--- config.mk ---
export PLATFORM = sky130hd
export DESIGN_NAME = scale_calibration_stability_sequencer_flat
export DESIGN_NICKNAME = d
export VERILOG_FILES = /design/src/hdl/ssc_pkg.sv /design/src/hdl/ssc_if.sv /design/src/hdl/ssc_front.sv /design/src/hdl/ssc_queue.sv /design/src/hdl/ssc_back.sv /design/src/hdl/scale_calibration_stability_sequencer.sv /design/src/flat_wrapper.sv
export VERILOG_INCLUDE_DIRS = /design/src /design/src/hdl
export SDC_FILE = /design/constraint.sdc
export NUM_CORES = 1
export LEC_CHECK = 0
export BUFFER_PORTS_ARGS = -buffer_cell sky130_fd_sc_hd__buf_2
export CAP_MARGIN = 10
export CORE_MARGIN = 2
export CORE_UTILIZATION = 40
export DETAILED_ROUTE_END_ITERATION = 8
export PLACE_DENSITY_LB_ADDON = 0.15
export SYNTH_ARGS = -nofsm -noshare
export SYNTH_HDL_FRONTEND = slang
export SYNTH_HIERARCHICAL = 1
export SYNTH_SLANG_ARGS = --single-unit
export TNS_END_PERCENT = 30
--- constraint.sdc ---
create_clock -name clock -period 14.3 [get_ports clock]
set_input_delay 2.86 -clock clock [delete_from_list [all_inputs] [get_ports clock]]
set_output_delay 2.86 -clock clock [all_outputs]
set_load 0.01 [all_outputs]
--- src/hdl/scale_calibration_stability_sequencer_macros.svh ---
// Assertion macros shared by the scale calibration sequencer RTL.
`ifndef SCALE_CALIBRATION_STABILITY_SEQUENCER_MACROS_SVH
`define SCALE_CALIBRATION_STABILITY_SEQUENCER_MACROS_SVH

// Same-cycle implication, disabled while reset is high.
`define SSC_ASSERT_NOW(label, clk, rst, ante, cons, msg) \
   label: assert property (@(posedge clk) disable iff (rst) (ante) |-> (cons)) \
      else $error(msg);

// Next-cycle implication, disabled while reset is high.
`define SSC_ASSERT_NEXT(label, clk, rst, ante, cons, msg) \
   label: assert property (@(posedge clk) disable iff (rst) (ante) |=> (cons)) \
      else $error(msg);

`endif

--- src/hdl/ssc_pkg.sv ---
// Package with types, constants and helpers of the scale calibration sequencer.
`default_nettype none
package ssc_pkg;

   localparam int DELTA_WIDTH = 26;
   localparam int CFG_WIDTH   = 25;
   localparam int COUNT_WIDTH = 8;
   localparam int WEIGHT_WIDTH = 16;
   localparam int MAG_WIDTH   = (DELTA_WIDTH + 1 > CFG_WIDTH) ? DELTA_WIDTH + 1 : CFG_WIDTH;
   localparam int QUEUE_DEPTH = 2;
   localparam int QPTR_WIDTH  = $clog2(QUEUE_DEPTH);
   localparam int QCNT_WIDTH  = $clog2(QUEUE_DEPTH + 1);

   typedef logic signed [DELTA_WIDTH-1:0] delta_type;
   typedef logic        [DELTA_WIDTH-1:0] dmag_type;
   typedef logic signed [DELTA_WIDTH:0]   wide_type;
   typedef logic        [DELTA_WIDTH:0]   wmag_type;
   typedef logic        [MAG_WIDTH-1:0]   cmp_type;
   typedef logic        [COUNT_WIDTH-1:0] count_type;

   // Request codes as they arrive on the input channel
   typedef enum logic [1:0] {
      KIND_SELECT    = 2'd0,
      KIND_TARE_DONE = 2'd1,
      KIND_SAMPLE    = 2'd2,
      KIND_RESTART   = 2'd3
   } kind_type;

   typedef enum logic [3:0] {
      PH_WAIT_TARE   = 4'b0001,
      PH_TARING      = 4'b0010,
      PH_WAIT_WEIGHT = 4'b0100,
      PH_DONE        = 4'b1000
   } phase_type;

   localparam logic [1:0] PHASE_CODE_WAIT_TARE   = 2'd0;
   localparam logic [1:0] PHASE_CODE_TARING      = 2'd1;
   localparam logic [1:0] PHASE_CODE_WAIT_WEIGHT = 2'd2;
   localparam logic [1:0] PHASE_CODE_DONE        = 2'd3;

   typedef struct packed {
      logic [CFG_WIDTH-1:0]    min_delta;
      logic [CFG_WIDTH-1:0]    stable_tolerance;
      logic [COUNT_WIDTH-1:0]  stable_target;
      logic [WEIGHT_WIDTH-1:0] known_weight_grams;
   } cfg_type;

   // Classified transaction handed from the front end to the back end
   typedef struct packed {
      kind_type  kind;
      logic      below_min;
      delta_type delta;
   } item_type;

   function automatic logic [1:0] phase_encode(input phase_type ph);
      logic [1:0] code;
      case (ph)
         PH_WAIT_TARE:   code = PHASE_CODE_WAIT_TARE;
         PH_TARING:      code = PHASE_CODE_TARING;
         PH_WAIT_WEIGHT: code = PHASE_CODE_WAIT_WEIGHT;
         PH_DONE:        code = PHASE_CODE_DONE;
         default:        code = PHASE_CODE_WAIT_TARE;
      endcase
      return code;
   endfunction

endpackage
`default_nettype wire

--- src/hdl/ssc_if.sv ---
// Valid/ready channel interfaces for requests and responses.
`default_nettype none
interface ssc_req_if;
   logic                 valid;
   logic                 ready;
   logic [1:0]           req_type;
   ssc_pkg::delta_type   raw_delta;

   modport source (output valid, output req_type, output raw_delta, input ready);
   modport sink   (input valid, input req_type, input raw_delta, output ready);
endinterface

interface ssc_rsp_if;
   logic                                  valid;
   logic                                  ready;
   logic [1:0]                            phase;
   logic                                  tare_request;
   logic                                  calibrate_command;
   logic [ssc_pkg::WEIGHT_WIDTH-1:0]      calibrate_weight;
   ssc_pkg::delta_type                    running_value;
   ssc_pkg::count_type                    consistent_count;
   logic                                  screen_change;

   modport source (output valid, output phase, output tare_request,
                   output calibrate_command, output calibrate_weight,
                   output running_value, output consistent_count,
                   output screen_change, input ready);
   modport sink   (input valid, input phase, input tare_request,
                   input calibrate_command, input calibrate_weight,
                   input running_value, input consistent_count,
                   input screen_change, output ready);
endinterface
`default_nettype wire

--- src/hdl/ssc_front.sv ---
// Front end: accepts request transactions and classifies them for the back end.
`default_nettype none
module ssc_front (
   ssc_req_if.sink                             req_port,
   input  wire logic [ssc_pkg::CFG_WIDTH-1:0]  min_delta,
   input  wire logic                           push_ready,
   output      logic                           push_valid,
   output      ssc_pkg::item_type              push_item
);

   ssc_pkg::dmag_type raw_mag;

   // Magnitude of the most negative code is still exact as an unsigned value
   assign raw_mag = req_port.raw_delta[ssc_pkg::DELTA_WIDTH-1]
                    ? ssc_pkg::dmag_type'(-req_port.raw_delta)
                    : ssc_pkg::dmag_type'(req_port.raw_delta);

   assign push_valid          = req_port.valid;
   assign req_port.ready      = push_ready;
   assign push_item.kind      = ssc_pkg::kind_type'(req_port.req_type);
   assign push_item.delta     = req_port.raw_delta;
   assign push_item.below_min = ssc_pkg::cmp_type'(raw_mag) < ssc_pkg::cmp_type'(min_delta);

endmodule
`default_nettype wire

--- src/hdl/ssc_queue.sv ---
// Short queue between the front end and the back end.
`default_nettype none
module ssc_queue (
   input  wire logic              clock,
   input  wire logic              reset,
   input  wire logic              push_valid,
   input  wire ssc_pkg::item_type push_item,
   output      logic              push_ready,
   output      logic              pop_valid,
   output      ssc_pkg::item_type pop_item,
   input  wire logic              pop_ready
);

   ssc_pkg::item_type                  entries_ff [ssc_pkg::QUEUE_DEPTH];
   logic [ssc_pkg::QPTR_WIDTH-1:0]     wr_ptr_ff, wr_ptr_in;
   logic [ssc_pkg::QPTR_WIDTH-1:0]     rd_ptr_ff, rd_ptr_in;
   logic [ssc_pkg::QCNT_WIDTH-1:0]     count_ff, count_in;
   logic                               push;
   logic                               pop;

   assign push_ready = count_ff != ssc_pkg::QCNT_WIDTH'(ssc_pkg::QUEUE_DEPTH);
   assign pop_valid  = count_ff != '0;
   assign pop_item   = entries_ff[rd_ptr_ff];
   assign push       = push_valid && push_ready;
   assign pop        = pop_valid && pop_ready;

   always_comb begin
      wr_ptr_in = wr_ptr_ff;
      rd_ptr_in = rd_ptr_ff;
      count_in  = count_ff;
      if (push) begin
         wr_ptr_in = (wr_ptr_ff == ssc_pkg::QPTR_WIDTH'(ssc_pkg::QUEUE_DEPTH - 1))
                     ? '0 : wr_ptr_ff + 1'b1;
      end
      if (pop) begin
         rd_ptr_in = (rd_ptr_ff == ssc_pkg::QPTR_WIDTH'(ssc_pkg::QUEUE_DEPTH - 1))
                     ? '0 : rd_ptr_ff + 1'b1;
      end
      if (push && !pop) begin
         count_in = count_ff + 1'b1;
      end else if (pop && !push) begin
         count_in = count_ff - 1'b1;
      end
   end

   always_ff @(posedge clock) begin
      if (reset) begin
         wr_ptr_ff <= '0;
         rd_ptr_ff <= '0;
         count_ff  <= '0;
      end else begin
         wr_ptr_ff <= wr_ptr_in;
         rd_ptr_ff <= rd_ptr_in;
         count_ff  <= count_in;
      end
   end

   always_ff @(posedge clock) begin
      if (push) begin
         entries_ff[wr_ptr_ff] <= push_item;
      end
   end

endmodule
`default_nettype wire

--- src/hdl/ssc_back.sv ---
// Back end: phase sequencer, stability detector and registered response.
`default_nettype none
module ssc_back (
   input  wire logic              clock,
   input  wire logic              reset,
   input  wire ssc_pkg::cfg_type  cfg,
   input  wire logic              pop_valid,
   input  wire ssc_pkg::item_type pop_item,
   output      logic              pop_ready,
   ssc_rsp_if.source              rsp_port
);

   ssc_pkg::phase_type phase_ff, phase_in;
   ssc_pkg::delta_type avg_ff, avg_in;
   ssc_pkg::count_type count_ff, count_in;
   ssc_pkg::count_type count_inc;
   logic               tare_pulse;
   logic               cal_pulse;
   logic               take;

   ssc_pkg::wide_type  diff;
   ssc_pkg::wmag_type  diff_mag;
   logic               far_off;
   ssc_pkg::wide_type  sum;
   ssc_pkg::wide_type  sum_adj;
   ssc_pkg::delta_type mean;

   logic                                rsp_valid_ff;
   logic [1:0]                          rsp_phase_ff;
   logic                                rsp_tare_ff;
   logic                                rsp_cal_ff;
   logic [ssc_pkg::WEIGHT_WIDTH-1:0]    rsp_weight_ff;
   ssc_pkg::delta_type                  rsp_avg_ff;
   ssc_pkg::count_type                  rsp_count_ff;
   logic                                rsp_change_ff;

   // Take a transaction whenever the output register is empty or draining
   assign take      = pop_valid && (!rsp_valid_ff || rsp_port.ready);
   assign pop_ready = !rsp_valid_ff || rsp_port.ready;

   assign diff     = ssc_pkg::wide_type'(pop_item.delta) - ssc_pkg::wide_type'(avg_ff);
   assign diff_mag = diff[ssc_pkg::DELTA_WIDTH] ? ssc_pkg::wmag_type'(-diff)
                                                : ssc_pkg::wmag_type'(diff);
   assign far_off  = ssc_pkg::cmp_type'(diff_mag) > ssc_pkg::cmp_type'(cfg.stable_tolerance);

   // Mean truncated toward zero: bias negative sums up by one before halving
   assign sum     = ssc_pkg::wide_type'(pop_item.delta) + ssc_pkg::wide_type'(avg_ff);
   assign sum_adj = sum + ssc_pkg::wide_type'({1'b0, sum[ssc_pkg::DELTA_WIDTH]});
   assign mean    = sum_adj[ssc_pkg::DELTA_WIDTH:1];

   assign count_inc = (count_ff == '1) ? count_ff : count_ff + 1'b1;

   always_comb begin
      phase_in   = phase_ff;
      avg_in     = avg_ff;
      count_in   = count_ff;
      tare_pulse = 1'b0;
      cal_pulse  = 1'b0;
      case (pop_item.kind)
         ssc_pkg::KIND_SELECT: begin
            if (phase_ff == ssc_pkg::PH_WAIT_TARE) begin
               tare_pulse = 1'b1;
               phase_in   = ssc_pkg::PH_TARING;
            end
         end
         ssc_pkg::KIND_TARE_DONE: begin
            if (phase_ff == ssc_pkg::PH_TARING) begin
               phase_in = ssc_pkg::PH_WAIT_WEIGHT;
               avg_in   = '0;
               count_in = '0;
            end
         end
         ssc_pkg::KIND_SAMPLE: begin
            if (phase_ff == ssc_pkg::PH_WAIT_WEIGHT) begin
               if (pop_item.below_min) begin
                  avg_in   = '0;
                  count_in = '0;
               end else if (count_ff == '0 || far_off) begin
                  // Restart the detector at this sample
                  avg_in   = pop_item.delta;
                  count_in = ssc_pkg::count_type'(1);
               end else begin
                  avg_in   = mean;
                  count_in = count_inc;
                  if (count_inc >= cfg.stable_target) begin
                     cal_pulse = 1'b1;
                     phase_in  = ssc_pkg::PH_DONE;
                  end
               end
            end
         end
         ssc_pkg::KIND_RESTART: begin
            phase_in = ssc_pkg::PH_WAIT_TARE;
            avg_in   = '0;
            count_in = '0;
         end
         default: begin
            phase_in = phase_ff;
         end
      endcase
   end

   always_ff @(posedge clock) begin
      if (reset) begin
         phase_ff     <= ssc_pkg::PH_WAIT_TARE;
         avg_ff       <= '0;
         count_ff     <= '0;
         rsp_valid_ff <= 1'b0;
      end else begin
         if (take) begin
            phase_ff <= phase_in;
            avg_ff   <= avg_in;
            count_ff <= count_in;
         end
         if (take) begin
            rsp_valid_ff <= 1'b1;
         end else if (rsp_port.ready) begin
            rsp_valid_ff <= 1'b0;
         end
      end
   end

   always_ff @(posedge clock) begin
      if (take) begin
         rsp_phase_ff  <= ssc_pkg::phase_encode(phase_in);
         rsp_tare_ff   <= tare_pulse;
         rsp_cal_ff    <= cal_pulse;
         rsp_weight_ff <= cal_pulse ? cfg.known_weight_grams : '0;
         rsp_avg_ff    <= avg_in;
         rsp_count_ff  <= count_in;
         rsp_change_ff <= phase_in != phase_ff;
      end
   end

   assign rsp_port.valid             = rsp_valid_ff;
   assign rsp_port.phase             = rsp_phase_ff;
   assign rsp_port.tare_request      = rsp_tare_ff;
   assign rsp_port.calibrate_command = rsp_cal_ff;
   assign rsp_port.calibrate_weight  = rsp_weight_ff;
   assign rsp_port.running_value     = rsp_avg_ff;
   assign rsp_port.consistent_count  = rsp_count_ff;
   assign rsp_port.screen_change     = rsp_change_ff;

endmodule
`default_nettype wire

--- src/hdl/scale_calibration_stability_sequencer.sv ---
// Top level of the scale calibration sequencer: register port, front end, queue, back end.
//
// Requests arrive on req_port (valid/ready): select, tare finished, timed sample or
// restart, with a signed raw delta used by samples only. Every request yields exactly
// one response on rsp_port: the phase after the step, the tare and calibrate pulses,
// the calibrate weight, the running value, the consistent count and a screen-change flag.
// A request passes through a queue entry and then the output register before its response
// is presented; throughput is one transaction per cycle while the receiver is ready,
// as the back-end state updates with every accepted transaction.
// A two-entry queue separates the front end from the back end, and the response sits
// in an output register, so a new request is still taken while a response waits.
// When the receiver stalls, the output register holds, the queue fills, and req ready
// drops once both queue entries are occupied.
// Four registers (minimum delta, tolerance, target, known weight) are written through
// the APB-style port at byte addresses 0, 4, 8 and 12; write them only while idle.
// Synchronous reset returns the phase to wait-for-tare, clears the detector, empties
// the queue and loads the register defaults.
`default_nettype none
`include "scale_calibration_stability_sequencer_macros.svh"
module scale_calibration_stability_sequencer (
   input  wire logic        clock,
   input  wire logic        reset,
   input  wire logic        psel,
   input  wire logic        penable,
   input  wire logic        pwrite,
   input  wire logic [3:0]  paddr,
   input  wire logic [31:0] pwdata,
   output      logic [31:0] prdata,
   output      logic        pready,
   ssc_req_if.sink          req_port,
   ssc_rsp_if.source        rsp_port
);

   localparam logic [1:0] CSR_MIN_DELTA    = 2'd0;
   localparam logic [1:0] CSR_TOLERANCE    = 2'd1;
   localparam logic [1:0] CSR_TARGET       = 2'd2;
   localparam logic [1:0] CSR_KNOWN_WEIGHT = 2'd3;

   ssc_pkg::cfg_type  cfg_ff;
   logic              csr_write;
   logic [1:0]        csr_index;

   logic              push_valid;
   logic              push_ready;
   ssc_pkg::item_type push_item;
   logic              pop_valid;
   logic              pop_ready;
   ssc_pkg::item_type pop_item;

   assign pready    = 1'b1;
   assign csr_write = psel && penable && pwrite && pready;
   assign csr_index = paddr[3:2];

   always_ff @(posedge clock) begin
      if (reset) begin
         cfg_ff.min_delta          <= ssc_pkg::CFG_WIDTH'(1000);
         cfg_ff.stable_tolerance   <= ssc_pkg::CFG_WIDTH'(200);
         cfg_ff.stable_target      <= ssc_pkg::COUNT_WIDTH'(5);
         cfg_ff.known_weight_grams <= ssc_pkg::WEIGHT_WIDTH'(1000);
      end else if (csr_write) begin
         case (csr_index)
            CSR_MIN_DELTA:    cfg_ff.min_delta <= pwdata[ssc_pkg::CFG_WIDTH-1:0];
            CSR_TOLERANCE:    cfg_ff.stable_tolerance <= pwdata[ssc_pkg::CFG_WIDTH-1:0];
            CSR_TARGET:       cfg_ff.stable_target <= pwdata[ssc_pkg::COUNT_WIDTH-1:0];
            CSR_KNOWN_WEIGHT: cfg_ff.known_weight_grams <= pwdata[ssc_pkg::WEIGHT_WIDTH-1:0];
            default:          cfg_ff.min_delta <= cfg_ff.min_delta;
         endcase
      end
   end

   always_comb begin
      case (csr_index)
         CSR_MIN_DELTA:    prdata = 32'(cfg_ff.min_delta);
         CSR_TOLERANCE:    prdata = 32'(cfg_ff.stable_tolerance);
         CSR_TARGET:       prdata = 32'(cfg_ff.stable_target);
         CSR_KNOWN_WEIGHT: prdata = 32'(cfg_ff.known_weight_grams);
         default:          prdata = '0;
      endcase
   end

   ssc_front u_front (
      .req_port   (req_port),
      .min_delta  (cfg_ff.min_delta),
      .push_ready (push_ready),
      .push_valid (push_valid),
      .push_item  (push_item)
   );

   ssc_queue u_queue (
      .clock      (clock),
      .reset      (reset),
      .push_valid (push_valid),
      .push_item  (push_item),
      .push_ready (push_ready),
      .pop_valid  (pop_valid),
      .pop_item   (pop_item),
      .pop_ready  (pop_ready)
   );

   ssc_back u_back (
      .clock     (clock),
      .reset     (reset),
      .cfg       (cfg_ff),
      .pop_valid (pop_valid),
      .pop_item  (pop_item),
      .pop_ready (pop_ready),
      .rsp_port  (rsp_port)
   );

   `SSC_ASSERT_NOW(a_cal_enters_done, clock, reset,
      rsp_port.valid && rsp_port.calibrate_command,
      rsp_port.phase == ssc_pkg::PHASE_CODE_DONE && rsp_port.screen_change,
      "calibrate command without a move to the done phase")
   `SSC_ASSERT_NOW(a_tare_enters_taring, clock, reset,
      rsp_port.valid && rsp_port.tare_request,
      rsp_port.phase == ssc_pkg::PHASE_CODE_TARING && rsp_port.screen_change,
      "tare request without a move to the taring phase")
   `SSC_ASSERT_NOW(a_weight_only_on_cal, clock, reset,
      rsp_port.valid && !rsp_port.calibrate_command,
      rsp_port.calibrate_weight == '0,
      "calibrate weight set without a calibrate command")
   `SSC_ASSERT_NEXT(a_accept_gives_response, clock, reset,
      req_port.valid && req_port.ready && !rsp_port.valid,
      pop_valid || rsp_port.valid,
      "accepted request vanished before reaching the back end")

endmodule
`default_nettype wire

--- src/flat_wrapper.sv ---
// flat-port wrapper written by rule: the top's interface ports become plain ports
module scale_calibration_stability_sequencer_flat 
  (clock, reset, psel, penable, pwrite, paddr, pwdata, prdata, pready, req_port_valid, req_port_req_type, req_port_raw_delta, req_port_ready, rsp_port_valid, rsp_port_phase, rsp_port_tare_request, rsp_port_calibrate_command, rsp_port_calibrate_weight, rsp_port_running_value, rsp_port_consistent_count, rsp_port_screen_change, rsp_port_ready);
  ssc_req_if req_port_i ();
  ssc_rsp_if rsp_port_i ();
  input  wire logic clock;
  input  wire logic reset;
  input  wire logic psel;
  input  wire logic penable;
  input  wire logic pwrite;
  input  wire logic [3:0] paddr;
  input  wire logic [31:0] pwdata;
  output      logic [31:0] prdata;
  output      logic pready;
  input wire logic [$bits(req_port_i.valid)-1:0] req_port_valid;
  input wire logic [$bits(req_port_i.req_type)-1:0] req_port_req_type;
  input wire logic [$bits(req_port_i.raw_delta)-1:0] req_port_raw_delta;
  output wire logic [$bits(req_port_i.ready)-1:0] req_port_ready;
  output wire logic [$bits(rsp_port_i.valid)-1:0] rsp_port_valid;
  output wire logic [$bits(rsp_port_i.phase)-1:0] rsp_port_phase;
  output wire logic [$bits(rsp_port_i.tare_request)-1:0] rsp_port_tare_request;
  output wire logic [$bits(rsp_port_i.calibrate_command)-1:0] rsp_port_calibrate_command;
  output wire logic [$bits(rsp_port_i.calibrate_weight)-1:0] rsp_port_calibrate_weight;
  output wire logic [$bits(rsp_port_i.running_value)-1:0] rsp_port_running_value;
  output wire logic [$bits(rsp_port_i.consistent_count)-1:0] rsp_port_consistent_count;
  output wire logic [$bits(rsp_port_i.screen_change)-1:0] rsp_port_screen_change;
  input wire logic [$bits(rsp_port_i.ready)-1:0] rsp_port_ready;
  assign req_port_i.valid = req_port_valid;
  assign req_port_i.req_type = req_port_req_type;
  assign req_port_i.raw_delta = req_port_raw_delta;
  assign req_port_ready = req_port_i.ready;
  assign rsp_port_valid = rsp_port_i.valid;
  assign rsp_port_phase = rsp_port_i.phase;
  assign rsp_port_tare_request = rsp_port_i.tare_request;
  assign rsp_port_calibrate_command = rsp_port_i.calibrate_command;
  assign rsp_port_calibrate_weight = rsp_port_i.calibrate_weight;
  assign rsp_port_running_value = rsp_port_i.running_value;
  assign rsp_port_consistent_count = rsp_port_i.consistent_count;
  assign rsp_port_screen_change = rsp_port_i.screen_change;
  assign rsp_port_i.ready = rsp_port_ready;
  scale_calibration_stability_sequencer u_core (.clock(clock), .reset(reset), .psel(psel), .penable(penable), .pwrite(pwrite), .paddr(paddr), .pwdata(pwdata), .prdata(prdata), .pready(pready), .req_port(req_port_i), .rsp_port(rsp_port_i));
endmodule
==> results of run 1 <==
## registers in the layout, summed over array words and instances, names as in the netlist, named ones only
name / cells
u_core/u_queue/count_ff: 2
u_core/u_back/count_ff: 8
u_core/u_queue/entries_ff: 58
u_core/u_back/rsp_port.consistent_count: 8
u_core/u_queue/wr_ptr_ff: 1
u_core/u_back/rsp_port.tare_request: 1
u_core/u_back/rsp_port.screen_change: 1
u_core/u_back/avg_ff: 26
u_core/u_back/rsp_port.calibrate_command: 1
u_core/u_back/rsp_port.valid: 1
u_core/cfg_ff: 74
u_core/u_back/rsp_port.calibrate_weight: 16
u_core/u_queue/rd_ptr_ff: 1
u_core/u_back/rsp_port.phase: 2
u_core/u_back/phase_ff: 4
u_core/u_back/rsp_port.running_value: 26
## final timing paths
path                                        start                                    to  slack [ns]
worst max-delay path                    flip-flop  u_core/u_back/rsp_port.screen_change        5.93
worst min-delay path            u_core/cfg_ff[59]                     u_core/cfg_ff[59]        0.49
worst max register to register          flip-flop  u_core/u_back/rsp_port.screen_change        5.93
worst min register to register  u_core/cfg_ff[59]                     u_core/cfg_ff[59]        0.49
## final cells by class
| type | instances | area, um2 | share of cell area (%) |
|---|---|---|---|
| multi-input cells | 1392 | 10200 | 54.0 |
| flip-flops and latches | 231 | 5760 | 30.6 |
| repair buffers | 154 | 801 | 4.25 |
| clock buffers | 38 | 790 | 4.19 |
| well taps | 539 | 674 | 3.58 |
| inverters | 126 | 474 | 2.52 |
| clock inverters | 11 | 156 | 0.831 |
| diodes | 1 | 2.50 | 0.0133 |
## power groups by stage
stage               combinational (W)  sequential (W)  clock (W)
floorplan                     0.00181        0.000950          0
detailed placement            0.00245        0.000929          0
CTS                           0.00247        0.000916   0.000750
global placement              0.00242        0.000928          0
global route                  0.00276        0.000929   0.000776
finish                        0.00249        0.000914   0.000730
## metal layers
| metal | wire length (um) | share of wire (%) | up-vias | GRT usage (%) |
|---|---|---|---|---|
| li1 | - | - | 6860 | - |
| met1 | 23600 | 48 | 6683 | 31.2 |
| met2 | 21700 | 44 | 339 | 34.7 |
| met3 | 2120 | 4.3 | 74 | 2.74 |
| met4 | 1430 | 2.9 | 8 | 6.85 |
| met5 | 39 | 0.080 | - | 0 |
## through the flow
stage,power [W],cells,utilization [%],instance area [um2],hold slack [ns]
after floorplan,0.00276,1872,-,17100,0.458
after global placement,0.00334,2442,42.5,17900,0.474
after detailed placement,0.00338,2442,42.5,17900,0.483
after CTS,0.00414,2491,44.8,18800,0.489
after global routing,0.00447,2492,44.8,18800,0.508
final,0.00413,2492,44.8,18800,0.487
## worst register-to-register path: stages (launching register included)
cell	delay, ns
dfxtp_1	0.31
buf_4	0.37
mux2_2	0.42
inv_1	0.08
ha_1	0.18
inv_1	0.06
fa_1	0.46
a211oi_2	0.33
o21ai_1	0.23
a31oi_1	0.34
nand4_1	0.15
a21o_1	0.20
a211o_1	0.37
or2_2	0.35
or4_1	0.54
o21ai_0	0.22
xor2_1	0.24
ha_1	0.28
a21oi_1	0.13
nor2b_1	0.05
o21ai_0	0.15
o211ai_1	0.11
a221o_1	0.27
a21oi_1	0.20
o311a_1	0.80
nand2_4	0.50
or3_1	0.61
a221oi_2	0.25
## cell usage in the layout (no fill, tap or decap), types with 10 or more instances in the layout
cell and instances:
or3_1 20, buf_4 12, nand2b_1 102, nand4_1 21
a311oi_1 15, a21oi_1 100, and3_1 10, a211oi_1 20
nor2b_1 21, and2_1 27, a31oi_1 15, o21ai_0 61
or2_2 10, mux2_2 35, clkbuf_16 29, mux2i_1 103
o31ai_1 19, a21o_1 34, nor3_1 37, nor4_1 15
xor2_1 26, inv_1 120, or4_1 11, buf_2 142
nand2_1 129, nor2_1 131, a22o_1 14, edfxtp_1 113
xnor2_1 75, o21a_1 14, dfxtp_1 118, nand3_1 37
ha_1 115, o211ai_1 11
## kinds of logic after synthesis
family | Yosys count | share of synthesized area, %
AOI/OAI and AO/OA | 414 | 17.2
DFF | 231 | 33.7
and+or+nand+nor | 606 | 18.9
adders and majority gates | 117 | 8.67
muxes | 146 | 9.41
xor gates and xnor gates | 101 | 5.19
other | 2 | 0.0440
buffers and inverters | 249 | 6.82
==> flow_summary.ini, run 1 <==
[run_status]
run_status = complete, no violations

[drt]
dr.pass1.iters = 5
detail_route.iter0.violations = 814
wl_um = 48900
post_drt_wl_per_cell_um = 19.6
vias = 13964
antenna_violating_nets_post_route = 0
detail_route.drc_violations = 0
via_per_inst = 5.60

[layout]
layout-drive-gt1-share_pct = 15.1
num-nets-final = 2120
area_growth_pct = 10.4
layout.filler_cells = 4105

[floorplan]
initial_core_util_pct = 40.6
die_h_um = 211
core.rowCount = 75
core_area_um2 = 42000
floorplan.die.width_um = 211
die_area_um2 = 44300
floorplan.io_pins = 161

[critical_path]
worstSetupPathDepth = 27
worst-path-buf-inv = 3
peak_fanout_along_the_critical_path = 36
critPathRequiredTime_ns = 14.66
criticalPathCategory = reg -> reg
crit_path_top_delay_cell = o311a_1
worst_ep_arrival_time_ns = 8.72
worstRegToRegCells = 27
cp-end-kind = flip-flop
worst_path_largest_cell_delay_ns = 0.80
worst_path_dominant_cell_family = compound AO/OA/AOI/OAI gates
cp-start-kind = flip-flop

[timing]
maxSlewHeadroom_pct = 28.4
worstMarginPinSlew_ns = 1.07
worst_clock_skew_ns = 0.00944
layout_worst_path_cycle_share_pct = 58.5
grt_setup_unrepaired = false
fmax_ghz = 0.120
timing.setup.tns_ns = 0
hold_viol_final = 0
finalWorstSetupSlack_ns = 5.93
timing.final.crit_period_ns = 8.37
finalSetupViolCount = 0
timing_max_transition_violations_final = 0

[clocking]
cts_resized = 0
clock_insertion_delay_worst_skew_ns = 0.54
cts.htree.levels = 1
clock_tree_from_tritoncts = built
cts_post_setup_buffers_inserted = 0
clock_sinks = 231
cts.path.max_buffers = 3
clk_pin_slew_ns = 0.06
cts_hold_buffers = 0
clock-root-buffer = clkbuf_16
cts_made_buffers = 27

[logic_synthesis]
asyncSetResetFlopFracSynth_pct = 0
yosys.cell_count.top_type = nor2_1
synth.lib_cells_used.distinct = 108
netlist_area_um2 = 17100
synth_seq_cells = 231
post_synth_most_frequent_cells = nor2_1, nand2_1, inv_1
synth_top_area_share_pct = 19.9
yosys.area.top_type = edfxtp_1
number_of_enable_type_register_cells_in_the_synthesized_netlist = 113
synth_sequential_area_ratio_pct = 33.7
synth_top_flop_cell = dfxtp_1
syn_inst = 1866
synth_area_leaders = edfxtp_1, dfxtp_1, ha_1
syn_area_cell_um2 = 9.14
ys_warn_count = 6

[run]
drv.max_cap_violation_count = 0

[global_route]
gr-total-overflow = 0
number_of_antenna_violations_at_the_first_check_in_global_routing = 5
pin_count_of_the_biggest_net_entering_global_routing = 110
grt_first_pass_wirelength_um = 77400
grt_util_all_layers_pct = 21.9
number_of_global_route_vias_before_repair = 13624

[power]
pwr_per_cell_area_nw_per_um2 = 219
ir_drop_uv = 84.2
total_switching_power_w = 0.00189
p_sw_share_pct = 45.7
internal-power_w = 0.00224
power_frac_clock_pct = 17.7
p_comb_share_pct = 60.2
sequentialPowerShare_pct = 22.1
power_leakage_nw = 7.55

[placed_design]
io_buffer_count = 143
place.detailed.hpwl_um = 37300
finalWeightedCongestion = 0.883
placement.setup.worst_slack_ns = 6.03

[worst_hold_path]
timing.hold.worst.class = reg -> reg
hold_path_depth = 2
No activity file was read; power rests on OpenSTA's default activity.
==> run 2: changes to the inputs <==
==> constraint.sdc (replaced) <==
create_clock -name clock -period 7.24 [get_ports clock]
set_input_delay 1.448 -clock clock [delete_from_list [all_inputs] [get_ports clock]]
set_output_delay 1.448 -clock clock [all_outputs]
set_load 0.01 [all_outputs]
==> run 2 against run 1 <==
Sequential power rose by 98%; register-to-register slack got worse by 5.7 ns; maximum frequency rose by 20%; flip-flop and latch count did not move; final area rose by 0.79%; combinational power rose by 100%; clock skew rose by 0.017 ns; first-iteration DRC count fell by 0.49%; global-route usage rose by 0.23 points; wire length rose by 0.95%; utilization rose by 0.35 points; worst hold slack improved by 0.0038 ns; largest power group unchanged.
==> flow_summary.ini, run 2 (same netlist as run 1, synthesis figures left out) <==
[run_status]
run_status = complete, no violations

[clocking]
clock-root-buffer = clkbuf_16
clk_pin_slew_ns = 0.06
cts_made_buffers = 27
cts_post_setup_buffers_inserted = 0
cts.path.max_buffers = 3
clock_sinks = 231
cts.htree.levels = 1
clock_insertion_delay_worst_skew_ns = 0.56
clock_tree_from_tritoncts = built

[global_route]
grt_util_all_layers_pct = 22.2
number_of_antenna_violations_at_the_first_check_in_global_routing = 3
grt_first_pass_wirelength_um = 77800
number_of_global_route_vias_before_repair = 13727
pin_count_of_the_biggest_net_entering_global_routing = 109
gr-total-overflow = 0

[power]
pwr_per_cell_area_nw_per_um2 = 433
power_leakage_nw = 7.66
ir_drop_uv = 216

[drt]
via_per_inst = 5.58
dr.pass1.iters = 7
wl_um = 49400
vias = 14070
detail_route.drc_violations = 0
antenna_violating_nets_post_route = 0
detail_route.iter0.violations = 810
post_drt_wl_per_cell_um = 19.6

[critical_path]
r2r_slack_ns = 0.24
criticalPathCategory = reg -> reg
cp-end-kind = flip-flop
cp-start-kind = flip-flop
cp-endpoint = u_core/u_back/rsp_port.running_value[0]
peak_fanout_along_the_critical_path = 12
worstRegToRegCells = 25
capture_point_of_the_worst_reg_to_reg_path = u_core/u_back/rsp_port.running_value[0]
worst_ep_arrival_time_ns = 7.28
critPathRequiredTime_ns = 7.53

[floorplan]
floorplan.die.width_um = 211
core_area_um2 = 42000
die_area_um2 = 44300
core.rowCount = 75
floorplan.io_pins = 161
initial_core_util_pct = 40.6
die_h_um = 211

[timing]
worst_clock_skew_ns = 0.0264
layout_worst_path_cycle_share_pct = 96.6
grt_setup_unrepaired = false
timing.setup.tns_ns = 0
fmax_ghz = 0.143
finalSetupViolCount = 0
hold_viol_final = 0
timing_max_transition_violations_final = 0
timing.final.crit_period_ns = 7.00
worstMarginPinSlew_ns = 1.07
maxSlewHeadroom_pct = 28.9

[layout]
final_common_cell = buf_2
biggestRegsByFlops = u_core/cfg_ff (74), u_core/u_queue/entries_ff (58)
final_area_um2 = 19000
num-nets-final = 2151
layout-drive-gt1-share_pct = 16.5
max_flop_register = u_core/cfg_ff
area_growth_pct = 11.2
n_antenna_cell = 0
layout_common_cells = buf_2, nor2_1, nand2_1
layout.filler_cells = 4118
area_of_the_multi_input_gates_um2 = 10200
sequential_cell_area_um2 = 5760
largest_register_ff_count = 74

[worst_hold_path]
timing.hold.worst.class = reg -> reg
worst_hold_startpoint = u_core/cfg_ff[59]

[run]
drv.max_cap_violation_count = 0

[placed_design]
place.detailed.hpwl_um = 37900
io_buffer_count = 143
post_dp_cell_area_um2 = 18100
finalWeightedCongestion = 0.934
-- run 2: final cells by class --
type	count	share of cell area (%)
timing repair buffer	185	5.45
clock inverter	10	0.402
sequential	231	30.3
multi-input combinational	1392	53.7
inverter	126	2.50
clock buffer	39	4.02
tap	539	3.55
-- run 2: per-layer routing --
metal	track usage [%]	vias up	routed length, um
met3	2.82	65	2170
met5	0	-	32
met2	35.7	339	22300
li1	-	6915	-
met1	31.3	6745	23800
met4	6.07	6	1040
-- run 2: worst min path at each step --
stage	endpoint	slack (ns)	depth (start not counted)
floorplan	u_core/cfg_ff[0]	0.46	2
global placement	u_core/cfg_ff[47]	0.47	2
detailed placement	u_core/cfg_ff[40]	0.49	2
CTS	u_core/cfg_ff[59]	0.50	2
global route	u_core/cfg_ff[59]	0.51	2
finish	u_core/cfg_ff[59]	0.49	2
-- run 2: worst max-delay path, stage by stage (launching register included) --
cell,delay (ns)
dfxtp_1,0.36
buf_4,0.20
mux2_2,0.43
fa_1,0.54
a211oi_4,0.33
o21ai_1,0.18
buf_4,0.19
a21o_1,0.19
xnor2_1,0.20
or3_1,0.40
or2_2,0.32
or4_1,0.56
o21ai_1,0.21
xor2_1,0.22
ha_1,0.28
a21oi_1,0.12
nor2b_1,0.05
o21ai_0,0.15
o211ai_1,0.11
a221o_1,0.27
a21oi_1,0.19
o311a_1,0.33
buf_4,0.29
a211oi_1,0.11
a41oi_1,0.38
nand2_1,0.10
-- run 2: through the flow --
step / total power [W] / util, % / hold WS [ns] / setup WS [ns] / cells
after detailed placement: 0.00683 / 43.1 / 0.485 / 0.225 / 2473
after global routing: 0.00890 / 45.1 / 0.511 / 0.0176 / 2522
after floorplan: 0.00545 / - / 0.458 / 0.863 / 1872
after CTS: 0.00819 / 45.1 / 0.495 / 0.188 / 2522
final: 0.00821 / 45.1 / 0.490 / 0.244 / 2522
after global placement: 0.00677 / 43.1 / 0.474 / 0.379 / 2473
-- run 2: timing repair --
| action | CTS | global route |
|---|---|---|
| endpoints found under the setup margin | 0 | 40 |
| resized for setup | 0 | 6 |
| endpoints found under the hold margin | 0 | 0 |
| hold buffers | 0 | 0 |
-- run 2: report_power, final --
part           internal [W]  switching [W]  total [W]
Combinational       0.00198        0.00311    0.00509
Sequential          0.00168       0.000132    0.00181
Clock              0.000763       0.000545    0.00131
==> run 3: changes to the inputs <==
--- a/config.mk
+++ b/config.mk
@@ -6,6 +6,7 @@
 export SDC_FILE = /design/constraint.sdc
 export NUM_CORES = 1
 export LEC_CHECK = 0
+export ABC_AREA = 1
 export BUFFER_PORTS_ARGS = -buffer_cell sky130_fd_sc_hd__buf_2
 export CAP_MARGIN = 10
 export CORE_MARGIN = 2
==> run 3 against run 2 <==
Synthesized cell count rose by 50%; critical path depth rose by 14; flip-flop and latch count did not move; non-clock buffer count fell by 18; clock skew rose by 0.0079 ns; maximum frequency rose by 9.1%; global-route usage rose by 5.3 points; first-iteration DRC count rose by 80%; sequential share of layout area fell by 2.2 points; utilization fell by 1.0 points; combinational power rose by 29%; critical endpoint is now u_core/u_back/rsp_port.running_value[10].
==> flow_summary.ini, run 3 <==
[run_status]
run_status = complete, no violations

[critical_path]
worst-path-buf-inv = 5
cp-start-kind = flip-flop
cp-end-kind = flip-flop
cpMostUsedCell = nand2_1
peak_fanout_along_the_critical_path = 29
worst_path_dominant_cell_family = simple AND/OR/NAND/NOR gates
worst_path_largest_cell_delay_ns = 0.52
critPathRequiredTime_ns = 7.50
capture_point_of_the_worst_reg_to_reg_path = u_core/u_back/rsp_port.running_value[10]
worst_ep_arrival_time_ns = 6.67
r2r_slack_ns = 0.82
worstRegToRegCells = 39
criticalPathCategory = reg -> reg
crit_path_top_delay_cell = fa_1

[placed_design]
post_dp_cell_area_um2 = 19600
finalWeightedCongestion = 1.02
io_buffer_count = 143
place.detailed.hpwl_um = 52700

[timing]
worstMarginPinSlew_ns = 1.15
timing.setup.tns_ns = 0
fmax_ghz = 0.156
hold_viol_final = 0
worst_clock_skew_ns = 0.0344
finalSetupViolCount = 0
layout_worst_path_cycle_share_pct = 88.6
grt_setup_unrepaired = false
timing.final.crit_period_ns = 6.42
maxSlewHeadroom_pct = 23.4
timing_max_transition_violations_final = 0

[layout]
layout.filler_cells = 4878
layout_common_cells = nand2_1, inv_1, nor2_1
biggestRegsByFlops = u_core/cfg_ff (74), u_core/u_queue/entries_ff (58)
largest_register_ff_count = 74
num-nets-final = 3060
area_growth_pct = 9.32
n_antenna_cell = 0
max_flop_register = u_core/cfg_ff
final_area_um2 = 20500
final_common_cell = nand2_1
layout-drive-gt1-share_pct = 11.7
final_core_utilization_pct = 44.1

[logic_synthesis]
number_of_enable_type_register_cells_in_the_synthesized_netlist = 113
synth_seq_cells = 231
syn_inst = 2801
synth_top_area_share_pct = 18.1
ys_warn_count = 6
netlist_area_um2 = 18700
yosys.area.top_type = edfxtp_1
synth_top_flop_cell = dfxtp_1
synth_sequential_area_ratio_pct = 30.8
synth.lib_cells_used.distinct = 57
asyncSetResetFlopFracSynth_pct = 0
syn_area_cell_um2 = 6.68
synth_area_leaders = edfxtp_1, nand2_1, dfxtp_1
yosys.cell_count.top_type = nand2_1
post_synth_most_frequent_cells = nand2_1, inv_1, nor2_1

[worst_hold_path]
worst_hold_startpoint = u_core/cfg_ff[6]
hold_end = u_core/cfg_ff[6]
timing.hold.worst.class = reg -> reg
hold_path_depth = 2

[global_route]
groute.layer.met3.usage_pct = 2.82
pin_count_of_the_biggest_net_entering_global_routing = 75
number_of_antenna_violations_at_the_first_check_in_global_routing = 0
number_of_global_route_vias_before_repair = 17037
grt_first_pass_wirelength_um = 101000
gr-usage-met2_pct = 45.7
gr-total-overflow = 0
grt_util_all_layers_pct = 27.5
grt_busiest_layer = met2
grt_use_met1_pct = 38.3

[floorplan]
core_area_um2 = 46400
floorplan.io_pins = 161
die_area_um2 = 48500
die_h_um = 220
core.rowCount = 79
initial_core_util_pct = 40.4
floorplan.die.width_um = 220

[power]
total_power_w = 0.00978
ir_drop_uv = 279
pwr_per_cell_area_nw_per_um2 = 478
power_leakage_nw = 10.0

[clocking]
cts_hold_buffers = 0
clock-root-buffer = clkbuf_16
cts_resized = 0
clock_insertion_delay_worst_skew_ns = 0.56
clk_pin_slew_ns = 0.06
clock_tree_from_tritoncts = built
cts_made_buffers = 26
clock_sinks = 231
cts.path.max_buffers = 3
cts.htree.levels = 1
cts_post_setup_buffers_inserted = 0

[drt]
wl_um = 67800
dr.pass1.iters = 6
detail_route.iter0.violations = 1459
antenna_violating_nets_post_route = 0
via_per_inst = 5.24
vias = 18347
detail_route.drc_violations = 0
post_drt_wl_per_cell_um = 19.4

[run]
drv.max_cap_violation_count = 0
==> run 3: cell type report <==
type / instances / area, um2 / share of cell area (%)
clock inverters: 17 / 148 / 0.722
inverters: 423 / 1590 / 7.79
multi-input cells: 2023 / 10600 / 51.8
repair buffers: 167 / 908 / 4.44
well taps: 607 / 759 / 3.71
clock buffers: 31 / 691 / 3.38
flip-flops and latches: 231 / 5760 / 28.1
==> run 3: layer usage <==
metal / share of wire, % / up-vias
met5: 0 / -
met4: 2.1 / 0
met3: 6.1 / 78
met2: 47 / 581
met1: 45 / 8635
li1: - / 9053
==> run 3: cells by family after synthesis <==
logic type | count (synthesis) | share of synthesized area [%]
muxes | 29 | 1.95
adders and majority gates | 117 | 7.91
and+or+nand+nor | 1532 | 35.3
DFF | 231 | 30.8
AOI/OAI and AO/OA | 268 | 7.91
xor gates and xnor gates | 69 | 3.27
other | 2 | 0.0401
buffers and inverters | 553 | 12.8
==> run 3: worst max-delay path by stage <==
| stage | cells past startpoint | endpoint | startpoint | slack (ns) |
|---|---|---|---|---|
| CTS | 39 | u_core/u_back/rsp_port.running_value[10] | flip-flop | 0.94 |
| finish | 39 | u_core/u_back/rsp_port.running_value[10] | flip-flop | 0.82 |
| floorplan | 35 | u_core/u_back/rsp_port.calibrate_weight[0] | flip-flop | 2.37 |
| global placement | 39 | u_core/u_back/rsp_port.running_value[5] | flip-flop | 1.00 |
| global route | 39 | u_core/u_back/rsp_port.running_value[5] | flip-flop | 0.25 |
| detailed placement | 39 | u_core/u_back/rsp_port.running_value[10] | flip-flop | 0.95 |
==> run 3: tightest hold or removal path, delay by kind of cell, from the launching register on <==
kind / cells / cell delay, ns
flops: 1 / 0.32
simple gates: 2 / 0.11
==> run 3: report_power, final <==
group / leakage (nW) / internal [W] / switching (W)
sequential: 2.05 / 0.00174 / 0.000134
clock: 0.412 / 0.000755 / 0.000572
combinational: 7.58 / 0.00197 / 0.00460
total: 10.0 / 0.00447 / 0.00531
==> run 3: through the flow <==
stage / worst slack (ns) / hold slack, ns / std cells
finish: 0.825 / 0.486 / 3499
global route: 0.250 / 0.517 / 3499
CTS: 0.940 / 0.489 / 3499
detailed placement: 0.952 / 0.476 / 3451
global placement: 1.00 / 0.473 / 3451
floorplan: 2.37 / 0.450 / 2807
